[src/spn_pkg.sv]
// Shared types and constants of the salt-and-pepper noise block.
// Holds the generator constants, register map and configuration struct.
// No dependencies.
`timescale 1ns / 1ps
`default_nettype none

package spn_pkg;

  // Park-Miller minimal standard generator
  localparam logic [30:0] LCG_MOD  = 31'h7FFF_FFFF;
  localparam logic [14:0] LCG_MULT = 15'd16807;

  // APB register map
  localparam int unsigned ADDR_W = 5;
  localparam int unsigned DATA_W = 32;

  typedef enum logic [2:0] {
    REG_SEED   = 3'd0,
    REG_SALT   = 3'd1,
    REG_PEPPER = 3'd2,
    REG_LOW    = 3'd3,
    REG_HIGH   = 3'd4
  } reg_idx_e;

  // Register reset values
  localparam logic [30:0] SEED_RST   = 31'd1;
  localparam logic [30:0] SALT_RST   = 31'd0;
  localparam logic [30:0] PEPPER_RST = 31'h7FFF_FFFF;
  localparam logic [15:0] LOW_RST    = 16'h0000;
  localparam logic [15:0] HIGH_RST   = 16'hFFFF;

  typedef struct packed {
    logic [30:0] seed;
    logic [30:0] salt;
    logic [30:0] pepper;
    logic [15:0] low_val;
    logic [15:0] high_val;
  } cfg_t;

endpackage

`default_nettype wire

[src/spn_if.sv]
// Valid/ready channel interfaces for pixel items and noisy results.
// Depends on nothing; the pixel width follows the PIXEL_BITS parameter.
`timescale 1ns / 1ps
`default_nettype none

interface spn_in_if #(
  parameter int unsigned PIXEL_BITS = 16
) ();
  logic                  valid;
  logic                  ready;
  logic [PIXEL_BITS-1:0] pixel_in;

  modport source (output valid, output pixel_in, input ready);
  modport sink   (input valid, input pixel_in, output ready);
endinterface

interface spn_out_if #(
  parameter int unsigned PIXEL_BITS = 16
) ();
  logic                  valid;
  logic                  ready;
  logic [PIXEL_BITS-1:0] pixel_out;
  logic [30:0]           deviate;

  modport source (output valid, output pixel_out, output deviate, input ready);
  modport sink   (input valid, input pixel_out, input deviate, output ready);
endinterface

`default_nettype wire

[src/salt_pepper_noise_shuffled_lcg.sv]
// Salt-and-pepper noise stage with a shuffled Park-Miller generator.
// Channels: in_i carries one pixel component per transfer, out_o returns the
// pixel after replacement and the deviate drawn for it; both are valid/ready.
// The APB port sets seed, salt and pepper thresholds and the low and high
// replacement values; pready is always high and writes complete in the access
// cycle. Write registers only while the block is idle.
// One item is in flight at a time. A drawn item passes from its input transfer
// through the table read, the table write-back with the next shuffle index and
// the output load to a valid result. The next item can be taken in the cycle
// after the result loads.
// The first item after reset or after a seed write fills the table first: a
// load step, TABLE_SIZE+8 generator steps of a multiply and a reduce each, and
// an index step, before the table read of the draw.
// Reset clears the control state; the table is undefined until that fill.
// A stalled receiver holds the result in the output register; one new item is
// still taken meanwhile and waits in its last step until the register frees.
// Depends on spn_pkg, spn_if and spn_ctrl.
`timescale 1ns / 1ps
`default_nettype none

module salt_pepper_noise_shuffled_lcg import spn_pkg::*; #(
  parameter int unsigned TABLE_SIZE = 32,
  parameter int unsigned PIXEL_BITS = 16
) (
  input  logic              clk_i,
  input  logic              rst_ni,
  spn_in_if.sink            in_i,
  spn_out_if.source         out_o,
  input  logic              psel,
  input  logic              penable,
  input  logic              pwrite,
  input  logic [ADDR_W-1:0] paddr,
  input  logic [DATA_W-1:0] pwdata,
  output logic [DATA_W-1:0] prdata,
  output logic              pready
);

  cfg_t cfg_q, cfg_d;
  logic cfg_wr;
  logic seed_wr;

  assign pready = 1'b1;
  assign cfg_wr = psel && penable && pwrite;

  // Decode register writes
  always_comb begin
    cfg_d   = cfg_q;
    seed_wr = 1'b0;
    if (cfg_wr) begin
      unique case (paddr[4:2])
        REG_SEED: begin
          cfg_d.seed = pwdata[30:0];
          seed_wr    = 1'b1;
        end
        REG_SALT:   cfg_d.salt     = pwdata[30:0];
        REG_PEPPER: cfg_d.pepper   = pwdata[30:0];
        REG_LOW:    cfg_d.low_val  = pwdata[15:0];
        REG_HIGH:   cfg_d.high_val = pwdata[15:0];
        default: begin
          cfg_d = cfg_q;
        end
      endcase
    end
  end

  always_ff @(posedge clk_i or negedge rst_ni) begin
    if (!rst_ni) begin
      cfg_q.seed     <= SEED_RST;
      cfg_q.salt     <= SALT_RST;
      cfg_q.pepper   <= PEPPER_RST;
      cfg_q.low_val  <= LOW_RST;
      cfg_q.high_val <= HIGH_RST;
    end else begin
      cfg_q <= cfg_d;
    end
  end

  // Read back registers
  always_comb begin
    unique case (paddr[4:2])
      REG_SEED:   prdata = DATA_W'(cfg_q.seed);
      REG_SALT:   prdata = DATA_W'(cfg_q.salt);
      REG_PEPPER: prdata = DATA_W'(cfg_q.pepper);
      REG_LOW:    prdata = DATA_W'(cfg_q.low_val);
      REG_HIGH:   prdata = DATA_W'(cfg_q.high_val);
      default:    prdata = '0;
    endcase
  end

  spn_ctrl #(
    .TABLE_SIZE (TABLE_SIZE),
    .PIXEL_BITS (PIXEL_BITS)
  ) u_ctrl (
    .clk_i     (clk_i),
    .rst_ni    (rst_ni),
    .cfg_i     (cfg_q),
    .seed_wr_i (seed_wr),
    .in_i      (in_i),
    .out_o     (out_o)
  );

endmodule

`default_nettype wire

[src/spn_lcg.sv]
// Park-Miller step unit: registered 31x15 product, then Mersenne fold.
// Depends on spn_pkg for the multiplier and modulus.
`timescale 1ns / 1ps
`default_nettype none

module spn_lcg import spn_pkg::*; (
  input  logic        clk_i,
  input  logic [30:0] val_i,
  output logic [30:0] next_o
);

  logic [45:0] prod_q;
  logic [31:0] fold;

  // Register the product of the current value every cycle
  always_ff @(posedge clk_i) begin
    prod_q <= {15'd0, val_i} * {31'd0, LCG_MULT};
  end

  // Fold modulo 2^31-1: high part plus low part, one conditional subtract
  always_comb begin
    fold = 32'(prod_q[45:31]) + 32'(prod_q[30:0]);
    if (fold >= 32'(LCG_MOD)) begin
      next_o = 31'(fold - 32'(LCG_MOD));
    end else begin
      next_o = fold[30:0];
    end
  end

endmodule

`default_nettype wire

[src/spn_idxdiv.sv]
// Shuffle index unit: quotient of a table value by the bucket size, found by
// comparing against the constant bucket bounds. Depends on nothing beyond its parameter.
`timescale 1ns / 1ps
`default_nettype none

module spn_idxdiv #(
  parameter int unsigned TABLE_SIZE = 32
) (
  input  logic                          clk_i,
  input  logic                          rst_ni,
  input  logic                          start_i,
  input  logic [30:0]                   dividend_i,
  output logic                          done_o,
  output logic [$clog2(TABLE_SIZE)-1:0] quot_o
);

  localparam int unsigned IdxW = $clog2(TABLE_SIZE);
  localparam longint unsigned Divisor = 64'd1 + 64'd2147483646 / TABLE_SIZE;

  logic            done_q;
  logic [IdxW-1:0] quot_q;
  logic [IdxW-1:0] quot_d;

  // Bucket bounds rise with k, so the last bound reached gives the quotient
  always_comb begin
    quot_d = '0;
    for (int unsigned k = 1; k < TABLE_SIZE; k++) begin
      if (64'(dividend_i) >= 64'(k) * Divisor) begin
        quot_d = IdxW'(k);
      end
    end
  end

  // Flag a valid quotient from the first start on
  always_ff @(posedge clk_i or negedge rst_ni) begin
    if (!rst_ni) begin
      done_q <= 1'b0;
    end else if (start_i) begin
      done_q <= 1'b1;
    end
  end

  // Hold the quotient until the next start
  always_ff @(posedge clk_i) begin
    if (start_i) begin
      quot_q <= quot_d;
    end
  end

  assign done_o = done_q;
  assign quot_o = quot_q;

endmodule

`default_nettype wire

[src/spn_ctrl.sv]
// Sequencer around the shuffle table memory: table fill, read-modify-write
// draw, noise decision and output register. Depends on spn_pkg, spn_if,
// spn_lcg and spn_idxdiv.
`timescale 1ns / 1ps
`default_nettype none

module spn_ctrl import spn_pkg::*; #(
  parameter int unsigned TABLE_SIZE = 32,
  parameter int unsigned PIXEL_BITS = 16
) (
  input  logic       clk_i,
  input  logic       rst_ni,
  input  cfg_t       cfg_i,
  input  logic       seed_wr_i,
  spn_in_if.sink     in_i,
  spn_out_if.source  out_o
);

  localparam int unsigned IdxW = $clog2(TABLE_SIZE);
  localparam int unsigned CntW = $clog2(TABLE_SIZE + 8);
  localparam logic [CntW-1:0] FillLast = CntW'(TABLE_SIZE + 7);
  localparam logic [IdxW-1:0] IdxMax = IdxW'(TABLE_SIZE - 1);

  typedef enum logic [7:0] {
    S_IDLE = 8'b0000_0001,
    S_LOAD = 8'b0000_0010,
    S_FMUL = 8'b0000_0100,
    S_FRED = 8'b0000_1000,
    S_DIVW = 8'b0001_0000,
    S_RD   = 8'b0010_0000,
    S_WB   = 8'b0100_0000,
    S_OUT  = 8'b1000_0000
  } state_e;

  state_e                state_q, state_d;
  logic [30:0]           lcg_q, lcg_d;
  logic [30:0]           sout_q, sout_d;
  logic                  rdy_q, rdy_d;
  logic [CntW-1:0]       cnt_q, cnt_d;
  logic [PIXEL_BITS-1:0] pix_q;
  logic                  out_vld_q;
  logic [PIXEL_BITS-1:0] out_pix_q;
  logic [30:0]           out_dev_q;

  logic [30:0]     tbl_mem [TABLE_SIZE];
  logic [30:0]     rdata_q;
  logic            mem_we;
  logic [IdxW-1:0] mem_waddr;
  logic [30:0]     mem_wdata;

  logic [30:0]           lcg_next;
  logic                  div_start;
  logic [30:0]           div_dividend;
  logic                  div_done;
  logic [IdxW-1:0]       div_quot;
  logic [IdxW-1:0]       idx;
  logic                  accept;
  logic                  out_load;
  logic [PIXEL_BITS-1:0] res_pix;

  spn_lcg u_lcg (
    .clk_i  (clk_i),
    .val_i  (lcg_q),
    .next_o (lcg_next)
  );

  spn_idxdiv #(
    .TABLE_SIZE (TABLE_SIZE)
  ) u_idxdiv (
    .clk_i      (clk_i),
    .rst_ni     (rst_ni),
    .start_i    (div_start),
    .dividend_i (div_dividend),
    .done_o     (div_done),
    .quot_o     (div_quot)
  );

  // Clamp the index to the last entry
  assign idx = (32'(div_quot) > 32'(TABLE_SIZE - 1)) ? IdxMax : div_quot;

  assign in_i.ready = (state_q == S_IDLE) && (!rdy_q || div_done);
  assign accept     = in_i.valid && in_i.ready;
  assign out_load   = (state_q == S_OUT) && (!out_vld_q || out_o.ready);

  // Salt first, pepper overrides
  always_comb begin
    res_pix = pix_q;
    if (sout_q < cfg_i.salt) begin
      res_pix = PIXEL_BITS'(cfg_i.high_val);
    end
    if (sout_q >= cfg_i.pepper) begin
      res_pix = PIXEL_BITS'(cfg_i.low_val);
    end
  end

  // Sequencer
  always_comb begin
    state_d      = state_q;
    lcg_d        = lcg_q;
    sout_d       = sout_q;
    rdy_d        = rdy_q;
    cnt_d        = cnt_q;
    mem_we       = 1'b0;
    mem_waddr    = idx;
    mem_wdata    = lcg_next;
    div_start    = 1'b0;
    div_dividend = rdata_q;
    unique case (state_q)
      S_IDLE: begin
        if (accept) begin
          state_d = rdy_q ? S_RD : S_LOAD;
        end
      end
      S_LOAD: begin
        lcg_d   = (cfg_i.seed == '0) ? 31'd1 : cfg_i.seed;
        cnt_d   = FillLast;
        state_d = S_FMUL;
      end
      S_FMUL: begin
        state_d = S_FRED;
      end
      S_FRED: begin
        lcg_d = lcg_next;
        if (32'(cnt_q) < TABLE_SIZE) begin
          mem_we    = 1'b1;
          mem_waddr = cnt_q[IdxW-1:0];
        end
        if (cnt_q == '0) begin
          sout_d       = lcg_next;
          rdy_d        = 1'b1;
          div_start    = 1'b1;
          div_dividend = lcg_next;
          state_d      = S_DIVW;
        end else begin
          cnt_d   = cnt_q - 1'b1;
          state_d = S_FMUL;
        end
      end
      S_DIVW: begin
        if (div_done) begin
          state_d = S_RD;
        end
      end
      S_RD: begin
        state_d = S_WB;
      end
      S_WB: begin
        mem_we    = 1'b1;
        lcg_d     = lcg_next;
        sout_d    = rdata_q;
        div_start = 1'b1;
        state_d   = S_OUT;
      end
      S_OUT: begin
        if (out_load) begin
          state_d = S_IDLE;
        end
      end
      default: begin
        state_d = S_IDLE;
      end
    endcase
    // A seed write restarts the table fill on the next item
    if (seed_wr_i) begin
      rdy_d = 1'b0;
    end
  end

  always_ff @(posedge clk_i or negedge rst_ni) begin
    if (!rst_ni) begin
      state_q   <= S_IDLE;
      lcg_q     <= '0;
      sout_q    <= '0;
      rdy_q     <= 1'b0;
      cnt_q     <= '0;
      out_vld_q <= 1'b0;
    end else begin
      state_q <= state_d;
      lcg_q   <= lcg_d;
      sout_q  <= sout_d;
      rdy_q   <= rdy_d;
      cnt_q   <= cnt_d;
      if (out_load) begin
        out_vld_q <= 1'b1;
      end else if (out_o.ready) begin
        out_vld_q <= 1'b0;
      end
    end
  end

  // Capture the pixel and the result payload
  always_ff @(posedge clk_i) begin
    if (accept) begin
      pix_q <= in_i.pixel_in;
    end
    if (out_load) begin
      out_pix_q <= res_pix;
      out_dev_q <= sout_q;
    end
  end

  // Shuffle table: one write port, one registered read port
  always_ff @(posedge clk_i) begin
    if (mem_we) begin
      tbl_mem[mem_waddr] <= mem_wdata;
    end
    rdata_q <= tbl_mem[idx];
  end

  assign out_o.valid     = out_vld_q;
  assign out_o.pixel_out = out_pix_q;
  assign out_o.deviate   = out_dev_q;

endmodule

`default_nettype wire

[src/flat_wrapper.sv]
// flat-port wrapper written by rule: the top's interface ports become plain ports
module salt_pepper_noise_shuffled_lcg_flat import spn_pkg::*;
#(
  parameter int unsigned TABLE_SIZE = 32,
  parameter int unsigned PIXEL_BITS = 16
)
  (clk_i, rst_ni, psel, penable, pwrite, paddr, pwdata, prdata, pready, in_i_valid, in_i_pixel_in, in_i_ready, out_o_valid, out_o_pixel_out, out_o_deviate, out_o_ready);
  spn_in_if #(.PIXEL_BITS(PIXEL_BITS)) in_i_i ();
  spn_out_if #(.PIXEL_BITS(PIXEL_BITS)) out_o_i ();
  input  logic clk_i;
  input  logic rst_ni;
  input  logic psel;
  input  logic penable;
  input  logic pwrite;
  input  logic [ADDR_W-1:0] paddr;
  input  logic [DATA_W-1:0] pwdata;
  output logic [DATA_W-1:0] prdata;
  output logic pready;
  input wire logic [$bits(in_i_i.valid)-1:0] in_i_valid;
  input wire logic [$bits(in_i_i.pixel_in)-1:0] in_i_pixel_in;
  output wire logic [$bits(in_i_i.ready)-1:0] in_i_ready;
  output wire logic [$bits(out_o_i.valid)-1:0] out_o_valid;
  output wire logic [$bits(out_o_i.pixel_out)-1:0] out_o_pixel_out;
  output wire logic [$bits(out_o_i.deviate)-1:0] out_o_deviate;
  input wire logic [$bits(out_o_i.ready)-1:0] out_o_ready;
  assign in_i_i.valid = in_i_valid;
  assign in_i_i.pixel_in = in_i_pixel_in;
  assign in_i_ready = in_i_i.ready;
  assign out_o_valid = out_o_i.valid;
  assign out_o_pixel_out = out_o_i.pixel_out;
  assign out_o_deviate = out_o_i.deviate;
  assign out_o_i.ready = out_o_ready;
  salt_pepper_noise_shuffled_lcg #(.TABLE_SIZE(TABLE_SIZE), .PIXEL_BITS(PIXEL_BITS)) u_core (.clk_i(clk_i), .rst_ni(rst_ni), .in_i(in_i_i), .out_o(out_o_i), .psel(psel), .penable(penable), .pwrite(pwrite), .paddr(paddr), .pwdata(pwdata), .prdata(prdata), .pready(pready));
endmodule
[config.mk]
export PLATFORM = sky130hd
export DESIGN_NAME = salt_pepper_noise_shuffled_lcg_flat
export DESIGN_NICKNAME = d
export VERILOG_FILES = /design/src/spn_pkg.sv /design/src/spn_if.sv /design/src/salt_pepper_noise_shuffled_lcg.sv /design/src/spn_lcg.sv /design/src/spn_idxdiv.sv /design/src/spn_ctrl.sv /design/src/flat_wrapper.sv
export SDC_FILE = /design/constraint.sdc
export NUM_CORES = 2
export LEC_CHECK = 0
export BUFFER_PORTS_ARGS = -buffer_cell sky130_fd_sc_hd__clkbuf_2
export CELL_PAD_IN_SITES_DETAIL_PLACEMENT = 0
export CELL_PAD_IN_SITES_GLOBAL_PLACEMENT = 1
export CORE_MARGIN = 4
export CORE_UTILIZATION = 30
export CTS_CLUSTER_DIAMETER = 200
export DETAILED_ROUTE_END_ITERATION = 12
export PLACE_DENSITY = 0.5
export SLEW_MARGIN = 20
export SYNTH_ARGS = -nofsm -noshare
export SYNTH_HDL_FRONTEND = slang
export SYNTH_SLANG_ARGS = --single-unit
[constraint.sdc]
create_clock -name clk_i -period 5.7 [get_ports clk_i]
set_input_delay 0 -clock clk_i [delete_from_list [all_inputs] [get_ports clk_i]]
set_output_delay 0 -clock clk_i [all_outputs]
set_load 0.01 [all_outputs]
==> results.toml <==
[run_status]
status = "completed"

[placed_design]
port_buffers = 136
gp_congestion = 0.8080
dp_hpwl_um = 124800

[hold_path]
worstHoldPathType = "in2reg"

[timing]
setup-violations-final = 0
tns_ns = 0
slew_viol_final = 0
hold_viol = 0
tightest_slew_ns = 1.142
fin_crit_ns = 5.648
fmax_mhz = 177.1
finClkSkew_ns = 0.03433
maxSlewHeadroom_pct = 23.61
final.period_utilization_pct = 99.09
rsz0062_at_grt = "yes"
fin_hold_ws_ns = 0.07142

[clock_tree]
clk_pin_slew_ns = 0.06
cts_tree = "done"
htreeDepth = 4
clockBufferDepth = 3
cts_buffers = 155
clk_latency_ns = 0.80
cts.sinks = 1341
cts-root-buf = "clkbuf_16"

[layout]
num-nets-final = 4635
drive_gt1_share_pct = 29.08
area_growth_pct = 20.48

[global_route]
antenna_found_initial = 16
grt_max_degree = 132
gr-total-overflow = 0
grt_util_all_layers_pct = 18.06
grt_pass1_vias = 36170
grt_pass1_wl_um = 274000

[worst_setup_path]
path_cells = "inv_1 -> fa_1 -> inv_1 -> ha_1 -> fa_1 -> fa_1 -> fa_1 -> fa_1 -> ha_1 -> a21o_1 -> a21o_1 -> a21oi_1 -> nand3_1 -> a211oi_2 -> nor2_2 -> a211o_1 -> a211oi_2 -> nand2b_1 -> a21oi_1 -> xnor2_1"
cpPeakStageDelay_ns = 0.54
cp-start-kind = "flop"
cpMostUsedCell = "fa_1"
cp_slowest_cell = "fa_1"
worstSetupPathType = "reg2reg"
cp-end-kind = "flop"
critPathArrivalTime_ns = 6.33
worstPathMaxFanout = 3
required_ns = 6.38

[routing]
drt-initial-drc-count = 2610
drc_errors = 0
vias = 34650
firstDrtPassIters = 7
totalWireLength_um = 191400
drtAntennaViolNets = 0
wl_per_cell_um = 27.41
via_per_inst = 4.963

[synth]
synthArstFlopShare_pct = 15.21
syn_area_per_cell_um2 = 16.57
synth_flop_cell = "edfxtp_1"
ys_ff_latch = 1341
synth_nets = 4151
netlist_area_mm2 = 0.06116
synth-edff-count = 1060
yosysWarnings = 0
synthCells = 3692
synth.distinct_cells = 91
yosysSeqAreaShare_pct = 63.01

[floorplan]
core_mm2 = 0.2025
die_area_mm2 = 0.2112
rows = 165
fp.dieH_um = 459.5
initial_core_util_pct = 30.20
die_w_um = 459.5
ios = 142

[pwr]
leakage_nw = 27.47
ir_drop_mv = 0.6815
power_density_mw_per_mm2 = 637.8

[flow_run]
max_cap_violations = 0
## synth_stat cells (all sizes together), types with 9 or more instances
library cell / count / share of area (%)
a211oi: 11 / 0.14
a21o: 46 / 0.56
a21oi: 90 / 0.76
a221o: 27 / 0.44
a22oi: 14 / 0.17
a31oi: 24 / 0.27
a32oi: 10 / 0.14
and3: 20 / 0.20
buf: 39 / 0.29
clkbuf: 107 / 0.66
dfrtp: 155 / 6.3
dfstp: 49 / 2.1
dfxtp: 77 / 2.5
edfxtp: 1060 / 52
fa: 134 / 4.4
ha: 265 / 5.4
inv: 249 / 1.5
mux2: 129 / 2.4
mux2i: 34 / 0.56
mux4: 310 / 11
nand2: 193 / 1.2
nand2b: 19 / 0.19
nand3: 25 / 0.20
nand4: 21 / 0.23
nor2: 153 / 0.94
nor2b: 16 / 0.16
nor3: 46 / 0.42
nor3b: 10 / 0.12
nor4: 19 / 0.24
o211ai: 10 / 0.12
o21a: 16 / 0.21
o21ai: 142 / 1.2
o21bai: 9 / 0.13
xnor2: 52 / 0.74
xor2: 27 / 0.39
## layout make-up
type	instances	area (um^2)
Sequential cell	1341	38540
Antenna cell	4	10.01
Fill cell	19010	128800
Multi-Input combinational cell	1956	21840
Clock buffer	203	4253
Tap cell	2672	3343
Clock inverter	84	888.4
Inverter	249	934.6
Timing Repair Buffer	473	3880
## where the power goes
group          switching, W  internal [W]
Combinational        0.0136       0.00912
Clock               0.00416       0.00588
Sequential         0.000534        0.0137
## routing by layer
layer	GRT usage [%]	vias up	wire, um
met3	2.735	187	7944
li1	-	15210	-
met5	0	-	21
met1	25.11	18430	86770
met4	3.595	4	3161
met2	30.17	820	93470
## final timing paths
check	from	endpoint	slack [ns]	cells past startpoint
setup reg to reg	u_core.u_ctrl.lcg_q[25]$_DFFE_PN0P_	u_core.u_ctrl.u_lcg.prod_q[44]$_DFF_P_	0.05	20
min in group asynchronous	rst_ni	u_core.cfg_q[9]$_DFFE_PN1P_	0.44	3
hold reg to reg	u_core.u_ctrl.rdata_q[11]$_DFF_P_	u_core.u_ctrl.sout_q[11]$_DFFE_PN0P_	0.43	1
setup / recovery	u_core.u_ctrl.lcg_q[25]$_DFFE_PN0P_	u_core.u_ctrl.u_lcg.prod_q[44]$_DFF_P_	0.05	20
hold / removal	pwdata[4]	u_core.cfg_q[36]$_DFFE_PN1P_	0.07	4
max in group asynchronous	rst_ni	u_core.u_ctrl.lcg_q[6]$_DFFE_PN0P_	4.34	4
## worst max-delay path, delay by kind of cell (launching register included)
| kind | cells | cell delay, ns |
|---|---|---|
| flip-flops | 1 | 0.35 |
| buffers and inverters | 2 | 0.14 |
| AO/OA/AOI/OAI | 7 | 1.48 |
| adder cells (fa/ha/maj) | 7 | 3.12 |
| XOR/XNOR | 1 | 0.12 |
| AND/OR/NAND/NOR | 3 | 0.36 |
## stage by stage
step                      util [%]  area (um^2)  setup WS [ns]  total power, W  cells
after global placement       33.16        67150        -0.1866         0.03595   6583
after CTS                    36.23        73380       0.001106         0.04659   6971
after global routing         36.38        73690        -0.1361         0.05033   6980
after floorplan                  -        61200        0.02204         0.02651   3692
final                        36.39        73690        0.05194         0.04700   6982
after detailed placement     33.16        67160        -0.1769         0.03573   6583
## layout by cell type, fill, tap and decap left out, types with 34 or more instances in the layout
cell / synthesis / routed
o21ai_0: 122 / 120
fa_1: 134 / 132
buf_4: 4 / 205
a21o_1: 46 / 46
dfstp_2: 49 / 49
nand2_1: 193 / 192
a21oi_1: 88 / 81
clkbuf_16: 0 / 158
mux2i_1: 34 / 34
nor2_1: 153 / 104
xnor2_1: 52 / 50
edfxtp_1: 1060 / 1060
nor3_1: 41 / 38
clkbuf_2: 0 / 135
dfxtp_1: 77 / 77
dfrtp_1: 155 / 154
nor2_4: 0 / 36
dlygate4sd3_1: 0 / 98
ha_1: 265 / 255
inv_1: 249 / 229
mux2_2: 129 / 129
mux4_2: 310 / 310
## sequential cells by signal, indices dropped and copies added, names as in the netlist
register,cells
u_core.cfg_q,125
u_core.u_ctrl.cnt_q,6
u_core.u_ctrl.lcg_q,31
u_core.u_ctrl.out_o.deviate,31
u_core.u_ctrl.out_o.pixel_out,16
u_core.u_ctrl.out_o.valid,1
u_core.u_ctrl.pix_q,16
u_core.u_ctrl.rdata_q,31
u_core.u_ctrl.rdy_q,1
u_core.u_ctrl.sout_q,31
u_core.u_ctrl.state_q,8
u_core.u_ctrl.tbl_mem,992
u_core.u_ctrl.u_idxdiv.done_o,1
u_core.u_ctrl.u_idxdiv.quot_o,5
u_core.u_ctrl.u_lcg.prod_q,46
## cell families (layout without fill, tap and decap cells)
group           Yosys count  count (layout)  synth area share (%)
other cells               2               6               0.01228
xor+xnor                 79              79                 1.131
mux                     473             473                 14.35
fa+ha+maj               399             399                 9.807
buf+inv                 395            1009                 2.471
flops                  1341            1341                 63.01
simple gates            560             560                 4.378
compound gates          443             443                 4.848
## repair_timing
item,4_1_cts,5_1_grt
setup buffers,2,8
hold buffers,99,0
resized for setup,14,51
gates cloned,0,0
setup endpoints to repair,8,16
endpoints found under the hold margin,355,0
pin swaps,17,56
Power figures use the tool's default switching activity.
